[src/hdl/ufa_pkg.sv]
package ufa_pkg;

    localparam logic [7:0]  HDR_LEN         = 8'd12;
    localparam int unsigned FID_BIT         = 0;
    localparam int unsigned ERR_BIT         = 6;
    localparam logic [23:0] FRAME_BYTES_RST = 24'd1228800;

    typedef enum logic [2:0] {
        ST_EMPTY    = 3'd0,
        ST_INVALID  = 3'd1,
        ST_OVERFLOW = 3'd2,
        ST_PARTIAL  = 3'd3,
        ST_COMPLETE = 3'd4
    } t_status;

    typedef struct packed {
        logic [15:0] plen;
        logic [7:0]  hlen;
        logic [7:0]  info;
        logic [31:0] pts;
        logic [63:0] now;
    } t_pkt;

    typedef struct packed {
        logic        toggle;
        logic [23:0] bytes;
        logic [31:0] ts;
        logic [63:0] start;
        logic [63:0] interval;
    } t_state;

    typedef struct packed {
        t_status     status;
        logic [23:0] woff;
        logic [15:0] wlen;
        logic        new_frame;
        logic        short_drop;
        logic        tchg;
        logic [31:0] ts;
        logic [63:0] interval;
    } t_res;

endpackage

[src/hdl/ufa_step.sv]
module ufa_step (
    input  ufa_pkg::t_pkt   i_pkt,
    input  ufa_pkg::t_state i_state,
    input  logic [23:0]     i_frame_bytes,
    output ufa_pkg::t_state o_state,
    output ufa_pkg::t_res   o_res
);
    import ufa_pkg::*;

    logic        empty;
    logic        invalid;
    logic        toggle;
    logic [15:0] pay;
    logic [23:0] bc_eff;
    logic [24:0] sum;
    logic        overflow;

    assign empty    = (i_pkt.plen == 16'd0) || (i_pkt.plen == 16'(HDR_LEN));
    assign invalid  = (i_pkt.hlen != HDR_LEN) || (i_pkt.plen < 16'(HDR_LEN))
                      || i_pkt.info[ERR_BIT];
    assign toggle   = i_pkt.info[FID_BIT] != i_state.toggle;
    assign pay      = i_pkt.plen - 16'(HDR_LEN);
    assign bc_eff   = toggle ? 24'd0 : i_state.bytes;
    assign sum      = {1'b0, bc_eff} + {9'd0, pay};
    assign overflow = sum > {1'b0, i_frame_bytes};

    always_comb begin
        o_state          = i_state;
        o_res.status     = ST_EMPTY;
        o_res.woff       = 24'd0;
        o_res.wlen       = 16'd0;
        o_res.new_frame  = 1'b0;
        o_res.short_drop = 1'b0;
        o_res.tchg       = 1'b0;
        if (empty) begin
            o_res.status = ST_EMPTY;
        end else if (invalid) begin
            o_res.status = ST_INVALID;
        end else begin
            // presentation time is adopted on every good packet
            o_state.ts = i_pkt.pts;
            if (toggle) begin
                o_res.new_frame  = 1'b1;
                o_res.short_drop = i_state.bytes != i_frame_bytes;
                o_state.interval = i_pkt.now - i_state.start;
                o_state.toggle   = i_pkt.info[FID_BIT];
                o_state.start    = i_pkt.now;
            end else begin
                o_res.tchg = (i_state.bytes != 24'd0) && (i_pkt.pts != i_state.ts);
            end
            o_state.bytes = bc_eff;
            if (overflow) begin
                o_res.status = ST_OVERFLOW;
            end else begin
                o_res.woff    = bc_eff;
                o_res.wlen    = pay;
                o_state.bytes = sum[23:0];
                o_res.status  = (sum[23:0] == i_frame_bytes) ? ST_COMPLETE : ST_PARTIAL;
            end
        end
        o_res.ts       = o_state.ts;
        o_res.interval = o_state.interval;
    end

endmodule

[src/hdl/uvc_payload_frame_assembler.sv]
// Packet descriptor in, DMA write descriptor out.
// Input channel (i_in_valid / o_in_ready) carries one isochronous packet
// descriptor per transaction: length, header length, header info byte,
// presentation time and arrival time.
// Output channel (o_out_valid / i_out_ready) returns one result per packet:
// status, write offset and length, frame start / short frame / time change
// flags, the frame time stamp and the last frame interval.
// Configuration channel (i_cfg_valid / o_cfg_ready) writes frame_bytes; it is
// always ready. It is to be written only while no packet is in flight; the
// block itself does not enforce this. The result is registered: a packet goes
// through the input register, then the result register, which drives the output.
// Throughput: one packet per cycle while the receiver takes results; the frame
// state update between the two registers is combinational.
// Reset: frame state clears to zero, frame_bytes returns to 1228800, both
// pipeline registers empty.
// Receiver stall: the result register holds; one more packet is taken into
// the input register, after which o_in_ready drops until the result drains.
module uvc_payload_frame_assembler (
    input  logic        i_clk,
    input  logic        i_rst_n,
    input  logic        i_in_valid,
    output logic        o_in_ready,
    input  logic [15:0] i_packet_length,
    input  logic [7:0]  i_header_length,
    input  logic [7:0]  i_header_info,
    input  logic [31:0] i_presentation_time,
    input  logic [63:0] i_arrival_time,
    output logic        o_out_valid,
    input  logic        i_out_ready,
    output logic [2:0]  o_status,
    output logic [23:0] o_write_offset,
    output logic [15:0] o_write_length,
    output logic        o_new_frame,
    output logic        o_short_frame_dropped,
    output logic        o_time_changed_in_frame,
    output logic [31:0] o_frame_time_stamp,
    output logic signed [63:0] o_frame_interval,
    input  logic        i_cfg_valid,
    output logic        o_cfg_ready,
    input  logic [23:0] i_cfg_frame_bytes
);
    import ufa_pkg::*;

    t_pkt        r_in;
    logic        r_in_valid;
    t_state      r_state;
    t_state      n_state;
    logic [23:0] r_frame_bytes;
    t_res        r_res;
    t_res        n_res;
    logic        r_out_valid;
    logic        advance;

    assign advance     = r_in_valid && (!r_out_valid || i_out_ready);
    assign o_in_ready  = !r_in_valid || advance;
    assign o_cfg_ready = 1'b1;

    ufa_step u_step (
        .i_pkt         (r_in),
        .i_state       (r_state),
        .i_frame_bytes (r_frame_bytes),
        .o_state       (n_state),
        .o_res         (n_res)
    );

    always_ff @(posedge i_clk) begin
        if (!i_rst_n) begin
            r_in_valid    <= 1'b0;
            r_out_valid   <= 1'b0;
            r_state       <= '0;
            r_frame_bytes <= FRAME_BYTES_RST;
        end else begin
            if (o_in_ready) begin
                r_in_valid <= i_in_valid;
            end
            if (advance) begin
                r_out_valid <= 1'b1;
                r_state     <= n_state;
            end else if (i_out_ready) begin
                r_out_valid <= 1'b0;
            end
            if (i_cfg_valid) begin
                r_frame_bytes <= i_cfg_frame_bytes;
            end
        end
    end

    always_ff @(posedge i_clk) begin
        if (i_in_valid && o_in_ready) begin
            r_in.plen <= i_packet_length;
            r_in.hlen <= i_header_length;
            r_in.info <= i_header_info;
            r_in.pts  <= i_presentation_time;
            r_in.now  <= i_arrival_time;
        end
        if (advance) begin
            r_res <= n_res;
        end
    end

    assign o_out_valid             = r_out_valid;
    assign o_status                = r_res.status;
    assign o_write_offset          = r_res.woff;
    assign o_write_length          = r_res.wlen;
    assign o_new_frame             = r_res.new_frame;
    assign o_short_frame_dropped   = r_res.short_drop;
    assign o_time_changed_in_frame = r_res.tchg;
    assign o_frame_time_stamp      = r_res.ts;
    assign o_frame_interval        = r_res.interval;

    a_no_write_unless_accepted: assert property (@(posedge i_clk) disable iff (!i_rst_n)
        o_out_valid && (r_res.status == ST_EMPTY || r_res.status == ST_INVALID
                        || r_res.status == ST_OVERFLOW)
        |-> o_write_length == 16'd0 && o_write_offset == 24'd0)
        else $error("write descriptor on rejected packet");

    a_short_needs_new_frame: assert property (@(posedge i_clk) disable iff (!i_rst_n)
        o_out_valid && o_short_frame_dropped |-> o_new_frame)
        else $error("short frame flagged without frame start");

    a_tchg_not_on_new_frame: assert property (@(posedge i_clk) disable iff (!i_rst_n)
        o_out_valid && o_time_changed_in_frame |-> !o_new_frame)
        else $error("time change flagged on frame start");

    a_advance_gives_result: assert property (@(posedge i_clk) disable iff (!i_rst_n)
        advance |=> o_out_valid)
        else $error("result lost after advance");

    a_bytes_bounded: assert property (@(posedge i_clk) disable iff (!i_rst_n)
        advance && (n_res.status == ST_PARTIAL || n_res.status == ST_COMPLETE)
        |-> n_state.bytes <= r_frame_bytes)
        else $error("byte count beyond frame size");

endmodule
[config.mk]
export PLATFORM = sky130hd
export DESIGN_NAME = uvc_payload_frame_assembler
export DESIGN_NICKNAME = d
export VERILOG_FILES = /design/src/hdl/ufa_pkg.sv /design/src/hdl/ufa_step.sv /design/src/hdl/uvc_payload_frame_assembler.sv
export SDC_FILE = /design/constraint.sdc
export NUM_CORES = 1
export LEC_CHECK = 0
export ABC_CLOCK_PERIOD_IN_PS = 14700
export BUFFER_PORTS_ARGS = -buffer_cell sky130_fd_sc_hd__buf_2
export CORE_MARGIN = 2
export CORE_UTILIZATION = 55
export DETAILED_ROUTE_END_ITERATION = 8
export GPL_TIMING_DRIVEN = 1
export PLACE_DENSITY = 0.79
export RECOVER_POWER = 50
export REMOVE_ABC_BUFFERS = 1
export SYNTH_ARGS = -nofsm -noshare
export SYNTH_HDL_FRONTEND = slang
export SYNTH_SLANG_ARGS = --single-unit
[constraint.sdc]
create_clock -name i_clk -period 14.7 [get_ports i_clk]
set_clock_uncertainty 0.2 [all_clocks]
set_input_delay 1.47 -clock i_clk [delete_from_list [all_inputs] [get_ports i_clk]]
set_output_delay 1.47 -clock i_clk [all_outputs]
set_load 0.01 [all_outputs]
* Word level (Yosys, flattened, before mapping) *
Index checks and enable logic that the tools add are counted.

word-level totals
  bits in registers = 480
  output and inout bits = 145

cells by class
  bitwise operators = 3
  mux-type cells = 11
  $add $sub $neg = 3
  reductions and logical operators = 19
  magnitude comparators = 2
  equality and inequality tests = 6

operator list
  cell                                                         count
  two-way mux 160 bit                                          2
  two-way mux 128 bit                                          1
  subtractor 64 bit                                            1
  two-way mux 24 bit                                           2
  inequality test 32 bit                                       1
  adder 24 x 16 -> 25 bit                                      1
  > comparator 25 x 24 -> 1 bit                                1
  equality test 24 bit                                         1
  inequality test 24 bit                                       1
  nonzero test 24 bit                                          1
  equality test 16 x 4 -> 1 bit, second input constant         1
  logical NOT 16 bit                                           1
  less-than comparator 16 x 4 -> 1 bit, second input constant  1
  subtractor 16 x 4 -> 16 bit, second input constant           1
  OR reduction 3 bit                                           3
  inequality test 8 x 4 -> 1 bit, second input constant        1
  logical OR 1 bit                                             5
  two-way mux 2 bit                                            2
  AND reduction 4 bit                                          1
  logical AND 1 bit                                            3
  two-way mux 1 bit                                            3
  two-way mux 3 bit                                            1
  NOT 1 bit                                                    3
  AND reduction 3 bit                                          1
  4 further kinds                                              5

* Depth between registers and ports, before layout *
Gate-level depths: netlist of run 1.

  word-level depth = 7
  gate-level depth with buffers = 27
  mapped depth without buffers = 24

* Cells and area by module *
Synthesis of run 1 repeated with hierarchy kept, for this count alone.

unflattened totals
  cells, all modules = 2758
  area total of the unflattened synthesis = 26319.0 um2

by module, submodules not included
  module                       cells each  area an instance (um2)  times used
  uvc_payload_frame_assembler  1161        16422.0                 1
  ufa_step                     1597        9897.0                  1

* Worst setup path after synthesis of run 1 *
Ideal clock, no wire load.

  kind = register to register
  start point = register r_in[118] (netlist name)
  end point = register r_res, in the netlist o_write_offset[10], data pin
  library setup time = 0.255 ns
  required time = 14.245 ns
  buffers on the path = 3
  stages on the path, launching flop included = 26
  arrival time = 5.531 ns
  period minus slack after synthesis = 5.986 ns
  setup slack = 8.714 ns
  path through = edfxtp_1 or4_1 clkbuf_1 or3_1 nor4_1 xor2_1 ha_1 clkbuf_1 nand4_1 a2111oi_0 o31ai_1 a21oi_1 and3_1 xnor2_1 nor2_1 ha_1 nand3_1 or2_2 nor3_1 o21ai_0 o221a_2 o32a_1 nand2_1 nor2_1 clkbuf_1 and2_1

on the way
  longest elaborated chain between the ends = 4
  elaborated cells on any way between the ends = 10

ends and longest elaborated chain
  what                                 RTL line                           RTL
  start: declaration                   uvc_payload_frame_assembler.sv:44  t_pkt r_in;
  subtractor 16 x 4 -> 16 bit          ufa_step.sv:22                     assign pay = i_pkt.plen - 16'(HDR_LEN);
  via u_step.pay[12]                   ufa_step.sv:13                     logic [15:0] pay;
  adder 24 x 16 -> 25 bit              ufa_step.sv:24                     assign sum = {1'b0, bc_eff} + {9'd0, pay};
  > comparator 25 x 24 -> 1 bit        ufa_step.sv:25                     assign overflow = sum > {1'b0, i_frame_bytes};
  OR reduction 3 bit (no source line)  -
  end signal: assignment               uvc_payload_frame_assembler.sv:97  r_res <= n_res;
  end: declaration                     uvc_payload_frame_assembler.sv:49  t_res r_res;

The timed path passes the listed nets, and every way through them passes these cells.
A chain may end at the register's enable or synchronous reset.

* Worst setup path in the final report of run 1 *
  start point = input port i_out_ready
  end point = register r_state[183] (netlist name)

on the way
  longest elaborated chain between the ends = 3

ends and longest elaborated chain
  what                                  RTL line                           RTL
  start: declaration                    uvc_payload_frame_assembler.sv:29  input logic i_out_ready,
  logical OR 1 bit                      uvc_payload_frame_assembler.sv:54  assign advance = r_in_valid && (!r_out_valid || i_out_ready);
  logical AND 1 bit                     uvc_payload_frame_assembler.sv:54
  AND reduction 3 bit (no source line)  -
  end signal: assignment                uvc_payload_frame_assembler.sv:78  r_state <= n_state;
  end: declaration                      uvc_payload_frame_assembler.sv:46  t_state r_state;

Every way passes these cells.

==> run_results.csv, run 1 <==
group,metric,value,unit
status,status,"finished with violations",
status,violations,"capacitance limit, slew limit",
drt,initialDrtViolationCount,1568,
final_layout,seq_area,0.01215,mm^2
setup_path,r2r_start,"r_in[118]$_DFFE_PP_",
final_layout,finalNetCount,2904,
floorplanning,fp.dieH,211.9,um
yosys,yosys.area.top_type_share,33.36,%
setup_path,critPathSlowestCell,"clkinvlp_2",
setup_path,critPathArrivalTime,8.61,ns
placed_design,hpwl,42740,um
clock_tree,clockBufferDepth,3,
setup_path,crit_path_start_kind,"input pin",
yosys,yosysTopAreaCell,"edfxtp_1",
floorplanning,die_area,0.04488,mm^2
yosys,synth_top_cells_by_area,"edfxtp_1, dfxtp_1, nand2_1, ha_1, a21oi_1",
hold_path,worstHoldStart,"r_state[28]$_SDFFE_PN0P_",
clock_tree,root_buffer,"clkbuf_16",
hold_path,whs_path_depth,2,
yosys,syn_area,0.02376,mm^2
timing,rsz0062_at_grt,"no",
yosys,ys.flop_type,"edfxtp_1",
timing,finalMaxSlewViolations,471,
setup_path,endpoint_kind,"flip-flop",
setup_path,cpPeakStageDelay,2.05,ns
timing,worstMarginPinSlew,4.209,ns
yosys,ys_warn_count,0,
setup_path,critPathKind,"in2reg",
grt,grt_pass1_wl,95430,um
timing,min_period,8.266,ns
drt,routed_wirelength,61350,um
yosys,ys_seq_area_share,51.14,%
clock_tree,htreeDepth,2,
yosys,synth-edff-count,264,
grt,grt_max_degree,83,
drt,vias,18840,
yosys,ys_ff_latch,475,
final_layout,num-fill-cells,3587,
drt,drc,0,
timing,hold_viol,0,
placed_design,gp_congestion,0.9409,
clock_tree,cts-buffers-inserted,49,
grt,antenna_found_initial,2,
hold_path,hold_class,"reg2reg",
run,cap_viol_max_count,9,
floorplanning,pin_count,302,
drt,drt-pass1-iter-count,5,
setup_path,crit_fanout,64,
drt,avgViaCountPerCell,5.765,
setup_path,r2r_end,"o_write_offset[12]$_SDFFCE_PP0P_",
timing,fin_tns_setup,0,ns
floorplanning,num_rows,76,
final_layout,drive_above_1_share,10.63,%
floorplanning,die_w,211.9,um
timing,fmax,0.1210,GHz
grt,grt_pass1_vias,18290,
clock_tree,insertion_delay,0.60,ns
clock_tree,cts_setup_buffers,0,
floorplanning,start_util,55.41,%
drt,drtAntennaViolNets,0,
drt,wl_per_cell,18.77,um
timing,finalSetupViolCount,0,
clock_tree,cts-hold-fix-buffers,0,
placed_design,io_buffers,294,
floorplanning,core_area,0.04289,mm^2
grt,grt_use_total,26.88,%
yosys,syn-instance-count,2409,
power,power.density,112.0,mW/mm^2
clock_tree,post_cts_resize_count,0,
timing,timing.hold.ws,0.2532,ns
final_layout,syn2layout_area_growth,13.09,%
clock_tree,clock_sinks,475,
yosys,synth.distinct_cells,83,
final_layout,multi_input_area,0.01052,mm^2
hold_path,whs_endpoint,"r_state[28]$_SDFFE_PN0P_",
timing,slew_headroom,-180.6,%
yosys,synthArstFlopShare,0,%
power,irDropWorstVdd,0.00008323,V
setup_path,reg2reg_depth,23,
setup_path,cpMostUsedCell,"clkbuf_1",
grt,grt_overflow,0,
setup_path,r2r_slack,6.99,ns
setup_path,cp.required,15.04,ns
power,cellLeakagePower,0.009874,uW
setup_path,path_cells,"buf_2 > nor2b_1 > nand2b_1 > clkbuf_1 > clkinvlp_2 > clkbuf_1 > nand2_1 > o311a_1 > o21bai_1 > a32o_1",
timing,finalCritPeriodShare,56.23,%
clock_tree,cts_tree,"built",
yosys,syn_avg_cell_area,9.864,um^2
clock_tree,clk_pin_slew,0.06,ns
==> Yosys cell counts (30+ instances only) <==
cell type and instances:
a21o_1 48, a21oi_1 218, and2_1 44, clkbuf_1 83, dfxtp_1 211, edfxtp_1 264
ha_1 105, inv_1 114, mux2_2 33, nand2_1 407, nand3_1 55, nand4_1 45
nor2_1 114, nor3_1 34, o21a_1 30, o21ai_0 91, xnor2_1 88, xor2_1 44
==> metrics by stage <==
step	util [%]	instance area, um^2	cells	setup WS (ns)	power [uW]
2_1_floorplan	-	23100	2279	7.349	1659
3_3_place_gp	59.33	25440	3174	7.464	1752
3_5_place_dp	59.33	25440	3174	7.242	1760
4_1_cts	63.17	27090	3266	7.201	3032
5_1_grt	62.66	26870	3268	5.820	3113
6_report	62.66	26870	3268	6.434	3010
==> area by class of cell <==
class / count / area share [%]
diodes: 2 / 0.01862
repair buffers: 310 / 5.121
clock inverters: 31 / 1.252
multi-input cells: 1687 / 39.13
flip-flops and latches: 475 / 45.22
inverters: 117 / 1.653
clock buffers: 61 / 4.884
well taps: 585 / 2.724
==> cell usage in the layout (no fill, tap or decap), types with 8 or more instances in the layout <==
cell type  instances
a211o_1            8
a211oi_1          10
a21o_1            48
a21oi_1          218
a22o_1            17
a31oi_1           13
and2_1            43
and3_1            23
and4_1             8
buf_2            137
buf_4             11
clkbuf_1         171
clkbuf_16         50
clkinv_1           9
clkinv_2           9
dfxtp_1          211
edfxtp_1         264
ha_1             105
inv_1            114
mux2_2            33
mux2i_1           23
nand2_1          407
nand2b_1          14
nand3_1           55
nand4_1           45
nor2_1           113
nor3_1            34
nor4_1            23
o2111ai_1         11
o211ai_1          14
o21a_1            30
o21ai_0           91
o21ai_1           21
o21bai_1           8
o31ai_1           16
or3_1             17
or4_1             10
xnor2_1           88
xor2_1            44
==> where the power goes <==
part / switching, uW / internal, uW
sequential: 27.2 / 1450
combinational: 165 / 92.6
clock: 532 / 743
total: 724 / 2290
==> layer usage <==
layer | track usage, % | vias up | wire (um)
li1 | - | 9058 | -
met1 | 34.46 | 8990 | 25760
met2 | 45.69 | 663 | 29730
met3 | 4.005 | 129 | 3634
met4 | 10.98 | 0 | 2220
met5 | 0 | - | 0
==> state kept, by name (all words and copies together), names as in the netlist <==
signal and cells:
o_new_frame 1, r_in_valid 1, o_frame_time_stamp 32, r_in 122, o_write_length 16, o_write_offset 24, o_status 3, o_time_changed_in_frame 1
o_frame_interval 64, o_out_valid 1, r_state 185, o_short_frame_dropped 1, r_frame_bytes 24
==> critical path: cells and delay by family <==
kind                   cells  cell delay [ns]
buffers and inverters      4             5.10
AND/OR/NAND/NOR            3             0.80
AO/OA/AOI/OAI              3             1.19
==> cell families (layout without fill, tap and decap cells) <==
family                   after synthesis  count (layout)  share of synthesized area (%)
AO/OA/AOI/OAI                        569             569                          15.13
XOR/XNOR                             132             132                          4.865
adder cells (fa/ha/maj)              107             107                          5.697
buffers and inverters                247             519                          4.644
flip-flops                           475             475                          51.14
multiplexers                          56              56                          2.533
other                                  1               3                        0.01578
AND/OR/NAND/NOR                      822             822                          15.98
==> worst max path at each step <==
stage                         from                                to  slack, ns  cells past startpoint
6_report               i_out_ready         r_state[183]$_SDFFE_PN0P_       6.43                     10
5_1_grt                i_out_ready         r_state[162]$_SDFFE_PN0P_       5.82                     11
4_1_cts        r_in[118]$_DFFE_PP_  o_write_offset[12]$_SDFFCE_PP0P_       7.20                     23
3_5_place_dp   r_in[118]$_DFFE_PP_  o_write_offset[22]$_SDFFCE_PP0P_       7.24                     23
3_3_place_gp   r_in[118]$_DFFE_PP_   o_write_offset[0]$_SDFFCE_PP0P_       7.46                     23
2_1_floorplan  r_in[108]$_DFFE_PP_          r_state[17]$_SDFFE_PN0P_       7.35                      8
No activity file was read; power rests on OpenSTA's default activity.
==> run 2, diff against run 1 <==
Settings changed: ABC_CLOCK_PERIOD_IN_PS 14700 to 8500.
Clock period 14.7 ns to 8.5 ns, I/O delays scaled along.
==> run_results.csv, run 2 (synthesis gave the netlist of run 1 again) <==
group,metric,value,unit
setup_path,reg2reg_depth,22,
setup_path,crit_family,"simple AND/OR/NAND/NOR gates",
final_layout,top_register,"r_state",
timing,slew_headroom,-173.8,%
setup_path,critPathKind,"reg2reg",
power,swShare,23.95,%
final_layout,final_common_cell,"nand2_1",
timing,fmax,0.1390,GHz
grt,antenna_found_initial,7,
hold_path,whs_path_depth,1,
hold_path,worstHoldStart,"i_presentation_time[29]",
drt,avgViaCountPerCell,5.828,
clock_tree,clockBufferDepth,3,
drt,initialDrtViolationCount,1420,
placed_design,placed_area,0.02545,mm^2
clock_tree,clock_sinks,475,
final_layout,largest_reg_flops,185,
floorplanning,die_w,211.9,um
setup_path,cp_num_buf_inv,1,
placed_design,hpwl,42700,um
timing,finalSetupViolCount,0,
floorplanning,core_area,0.04289,mm^2
drt,wl_per_cell,18.86,um
power,p_sw,1250,uW
grt,grt_pass1_vias,18610,
setup_path,path_cells,"or4_1 > or3_1 > nor4_1 > xor2_1 > ha_1 > nand4_1 > a2111oi_0 > o31ai_1 > a21oi_1 > and3_1 > xnor2_1 > nor2_1 > ha_1 > nand3_1 > or2_2 > nor3_1 > nand2_1 > inv_1 > o32a_1 > nand2_1 > nor2_1 > and2_1",
power,power.density,194.1,mW/mm^2
final_layout,stdcell_area,0.02690,mm^2
power,cellLeakagePower,0.009898,uW
power,seq_power_share,48.9,%
run,cap_viol_max_count,7,
floorplanning,pin_count,302,
clock_tree,cts-hold-fix-buffers,0,
timing,finalMaxSlewViolations,397,
timing,rsz0062_at_grt,"no",
clock_tree,post_cts_resize_count,0,
clock_tree,htreeDepth,2,
final_layout,final_cells,3273,
grt,grt_max_degree,101,
floorplanning,die_area,0.04488,mm^2
timing,min_period,7.193,ns
setup_path,cp.required,8.75,ns
setup_path,crit_path_start_kind,"flip-flop",
setup_path,critPathSlowestCell,"nor2_1",
clock_tree,root_buffer,"clkbuf_16",
placed_design,gp_congestion,0.9586,
power,power.total,5221,uW
setup_path,r2r_start,"r_in[118]$_DFFE_PP_",
power,p_clk_share,42.5,%
timing,finalCritPeriodShare,84.63,%
floorplanning,start_util,55.41,%
setup_path,r2r_end,"o_write_offset[16]$_SDFFCE_PP0P_",
grt,grt_pass1_wl,95770,um
clock_tree,cts-buffers-inserted,50,
grt,grt_use_total,26.88,%
setup_path,crit_fanout,21,
setup_path,r2r_slack,1.31,ns
drt,drt-pass1-iter-count,5,
status,status,"finished with violations",
setup_path,critPathArrivalTime,7.44,ns
placed_design,dp.cells,3175,
placed_design,io_buffers,294,
final_layout,finalNetCount,2906,
power,p_int,3971,uW
power,irDropWorstVdd,0.0001634,V
grt,grt_overflow,0,
clock_tree,cts_setup_buffers,0,
timing,fin_tns_setup,0,ns
final_layout,num-fill-cells,3488,
final_layout,syn2layout_area_growth,13.22,%
floorplanning,num_rows,76,
timing,worstMarginPinSlew,4.108,ns
drt,vias,19080,
clock_tree,cts_tree,"built",
timing,hold_viol,0,
final_layout,drive_above_1_share,10.73,%
setup_path,cpPeakStageDelay,0.95,ns
timing,timing.hold.ws,0.2179,ns
final_layout,mostFrequentLayoutCells,"nand2_1, edfxtp_1, a21oi_1",
clock_tree,clk_pin_slew,0.06,ns
status,violations,"capacitance limit, slew limit",
hold_path,hold_class,"in2reg",
drt,routed_wirelength,61740,um
setup_path,endpoint_kind,"flip-flop",
power,pwr-share-comb,8.5,%
drt,drtAntennaViolNets,0,
drt,drc,0,
hold_path,whs_endpoint,"r_in[93]$_DFFE_PP_",
clock_tree,insertion_delay,0.61,ns
floorplanning,fp.dieH,211.9,um
run 2: changes by cell type in the layout (fill, tap and decap cells not counted), sizes merged:
cell | before | now
clkinvlp | 4 | 2
clkinv | 21 | 17
buf | 148 | 150
diode | 2 | 5
clkbuf | 223 | 227
inv | 117 | 119
run 2: worst max-delay path by stage:
| stage | startpoint | endpoint | slack, ns | cells after the start |
|---|---|---|---|---|
| 5_1_grt | r_in[118]$_DFFE_PP_ | o_write_offset[16]$_SDFFCE_PP0P_ | 0.70 | 22 |
| 6_report | r_in[118]$_DFFE_PP_ | o_write_offset[16]$_SDFFCE_PP0P_ | 1.31 | 22 |
| 3_5_place_dp | r_in[118]$_DFFE_PP_ | o_write_offset[0]$_SDFFCE_PP0P_ | 1.33 | 22 |
| 2_1_floorplan | r_in[108]$_DFFE_PP_ | r_state[17]$_SDFFE_PN0P_ | 1.15 | 8 |
| 4_1_cts | r_in[118]$_DFFE_PP_ | o_write_offset[16]$_SDFFCE_PP0P_ | 1.29 | 22 |
| 3_3_place_gp | r_in[118]$_DFFE_PP_ | o_write_offset[0]$_SDFFCE_PP0P_ | 1.50 | 22 |
run 2: area by class of cell:
| class | instances | area [um^2] | area share, % |
|---|---|---|---|
| Inverter | 117 | 447.9 | 1.665 |
| Timing Repair Buffer | 311 | 1385 | 5.148 |
| Clock buffer | 66 | 1351 | 5.023 |
| Tap cell | 585 | 732.0 | 2.721 |
| Clock inverter | 27 | 306.5 | 1.139 |
| Sequential cell | 475 | 12150 | 45.17 |
| Multi-Input combinational cell | 1687 | 10520 | 39.09 |
| Antenna cell | 5 | 12.51 | 0.04651 |
run 2: per-stage QoR:
step / setup slack [ns] / utilization (%)
2_1_floorplan: 1.149 / -
3_3_place_gp: 1.505 / 59.34
3_5_place_dp: 1.329 / 59.34
4_1_cts: 1.289 / 63.21
5_1_grt: 0.7030 / 62.73
6_report: 1.307 / 62.73
run 2: routing by layer:
layer | vias to the layer above | share of wire (%) | track usage [%]
li1 | 9066 | - | -
met1 | 9153 | 41 | 33.89
met2 | 697 | 49 | 45.78
met3 | 159 | 6.1 | 3.916
met4 | 0 | 3.9 | 12.36
met5 | - | 0 | 0
run 2: power groups by stage:
stage          combinational [uW]  sequential, uW  clock, uW
6_report                      445            2550       2220
2_1_floorplan                 267            2600          0
5_1_grt                       487            2560       2340
3_3_place_gp                  434            2590          0
4_1_cts                       450            2550       2260
3_5_place_dp                  446            2600          0
==> run 3, diff against run 2 <==
Settings changed: ABC_CLOCK_PERIOD_IN_PS 8500 to 7200.
Clock period 8.5 ns to 7.2 ns, I/O delays scaled along.
==> run_results.csv, run 3 (synthesis gave the netlist of run 1 again) <==
group,metric,value,unit
status,status,"finished with violations",
status,violations,"capacitance limit, slew limit",
drt,routed_wirelength,62060,um
drt,drtAntennaViolNets,0,
setup_path,crit_fanout,19,
clock_tree,root_buffer,"clkbuf_16",
floorplanning,start_util,55.41,%
setup_path,crit_path_start_kind,"flip-flop",
power,irDropWorstVdd,0.0001821,V
timing,hold_viol,0,
clock_tree,clockBufferDepth,3,
run,cap_viol_max_count,8,
placed_design,gp_congestion,0.9554,
timing,min_period,6.803,ns
timing,finalMaxSlewViolations,409,
final_layout,multi_input_area,0.01052,mm^2
floorplanning,num_rows,76,
drt,wl_per_cell,18.91,um
timing,worstMarginPinSlew,3.602,ns
clock_tree,cts_setup_buffers,0,
placed_design,placed_area,0.02547,mm^2
setup_path,cp.required,7.46,ns
grt,antenna_found_initial,10,
final_layout,finalNetCount,2910,
setup_path,r2r_slack,0.40,ns
floorplanning,die_w,211.9,um
timing,fmax,0.1470,GHz
final_layout,top_register,"r_state",
clock_tree,clock_sinks,475,
grt,grt_pass1_vias,18050,
setup_path,r2r_start,"r_in[118]$_DFFE_PP_",
setup_path,endpoint_kind,"flip-flop",
clock_tree,cts-buffers-inserted,51,
timing,finalCritPeriodShare,94.48,%
placed_design,io_buffers,294,
setup_path,r2r_end,"r_state[181]$_SDFFE_PN0P_",
clock_tree,post_cts_resize_count,0,
grt,grt_overflow,0,
setup_path,path_cells,"or4_1 > or3_1 > nor4_1 > xor2_1 > ha_1 > nand4_1 > a2111oi_1 > o31ai_1 > a21oi_1 > and3_1 > xnor2_1 > nor2_1 > ha_1 > nand3_1 > or2_2 > nor3_1 > o21ai_0 > o221a_2 > o32a_1 > and3_1 > a31oi_1 > o22ai_1",
grt,grt_pass1_wl,96010,um
final_layout,num-fill-cells,3479,
hold_path,whs_endpoint,"r_in[21]$_DFFE_PP_",
grt,grt_max_degree,83,
drt,avgViaCountPerCell,5.776,
drt,initialDrtViolationCount,1559,
setup_path,critPathArrivalTime,7.06,ns
clock_tree,insertion_delay,0.60,ns
power,cellLeakagePower,0.009918,uW
clock_tree,cts-hold-fix-buffers,0,
power,power.density,230.9,mW/mm^2
hold_path,whs_path_depth,1,
floorplanning,pin_count,302,
clock_tree,cts_tree,"built",
floorplanning,die_area,0.04488,mm^2
setup_path,critPathSlowestCell,"or4_1",
setup_path,reg2reg_depth,22,
grt,grt_use_total,27.01,%
placed_design,hpwl,43020,um
final_layout,syn2layout_area_growth,13.62,%
final_layout,largest_reg_flops,185,
timing,slew_headroom,-140.1,%
hold_path,hold_class,"in2reg",
final_layout,seq_area,0.01215,mm^2
final_layout,stdcell_area,0.02700,mm^2
floorplanning,fp.dieH,211.9,um
floorplanning,core_area,0.04289,mm^2
clock_tree,clk_pin_slew,0.06,ns
drt,vias,18960,
drt,drt-pass1-iter-count,6,
timing,rsz0062_at_grt,"no",
final_layout,drive_above_1_share,10.75,%
final_layout,mostFrequentLayoutCells,"nand2_1, edfxtp_1, a21oi_1",
timing,timing.hold.ws,0.09130,ns
setup_path,cpPeakStageDelay,0.67,ns
timing,finalSetupViolCount,0,
setup_path,critPathKind,"reg2reg",
power,power.total,6235,uW
final_layout,final_common_cell,"nand2_1",
drt,drc,0,
hold_path,worstHoldStart,"i_arrival_time[21]",
clock_tree,htreeDepth,2,
run 3: area by class of cell:
type | instances | area share (%)
well taps | 585 | 2.711
clock inverters | 28 | 1.228
clock buffers | 67 | 5.139
repair buffers | 314 | 5.209
diodes | 9 | 0.08341
inverters | 117 | 1.659
multi-input cells | 1687 | 38.96
flip-flops and latches | 475 | 45.01
run 3: metrics by stage:
| stage | setup slack (ns) | std cells | TNS, ns | util, % |
|---|---|---|---|---|
| floorplan | -0.1514 | 2279 | -1.211 | - |
| global placement | 0.4917 | 3178 | 0 | 59.40 |
| detailed placement | 0.1751 | 3178 | 0 | 59.40 |
| CTS | 0.1359 | 3273 | 0 | 63.41 |
| global route | 0.005783 | 3282 | 0 | 62.96 |
| finish | 0.3973 | 3282 | 0 | 62.96 |
run 3: worst max path at each step:
stage / start / end / cells after the start
2_1_floorplan: r_in[108]$_DFFE_PP_ / r_state[17]$_SDFFE_PN0P_ / 8
3_3_place_gp: r_in[118]$_DFFE_PP_ / o_write_offset[0]$_SDFFCE_PP0P_ / 22
3_5_place_dp: r_in[118]$_DFFE_PP_ / o_write_offset[15]$_SDFFCE_PP0P_ / 22
4_1_cts: r_in[118]$_DFFE_PP_ / o_write_offset[15]$_SDFFCE_PP0P_ / 22
5_1_grt: r_in[118]$_DFFE_PP_ / r_state[181]$_SDFFE_PN0P_ / 22
6_report: r_in[118]$_DFFE_PP_ / r_state[181]$_SDFFE_PN0P_ / 22
run 3: where the power goes:
part           internal [uW]  switching (uW)
registers               2960            56.6
logic                    189             338
clock network           1610            1080
run 3: worst max-delay path, delay by kind of cell, from the launching register on:
kind / cells / cell delay [ns]
AND/OR/NAND/NOR: 10 / 2.97
AO/OA/AOI/OAI: 8 / 2.00
adder cells (fa/ha/maj): 2 / 0.73
flip-flops: 1 / 0.42
XOR/XNOR: 2 / 0.33
run 3: per-layer routing:
| layer | share of wire, % | track usage, % | vias to the layer above |
|---|---|---|---|
| met5 | 0 | 0 | - |
| met4 | 3.7 | 12.29 | 0 |
| met3 | 5.4 | 3.812 | 151 |
| met2 | 48 | 44.87 | 645 |
| met1 | 43 | 35.14 | 9068 |
| li1 | - | - | 9092 |
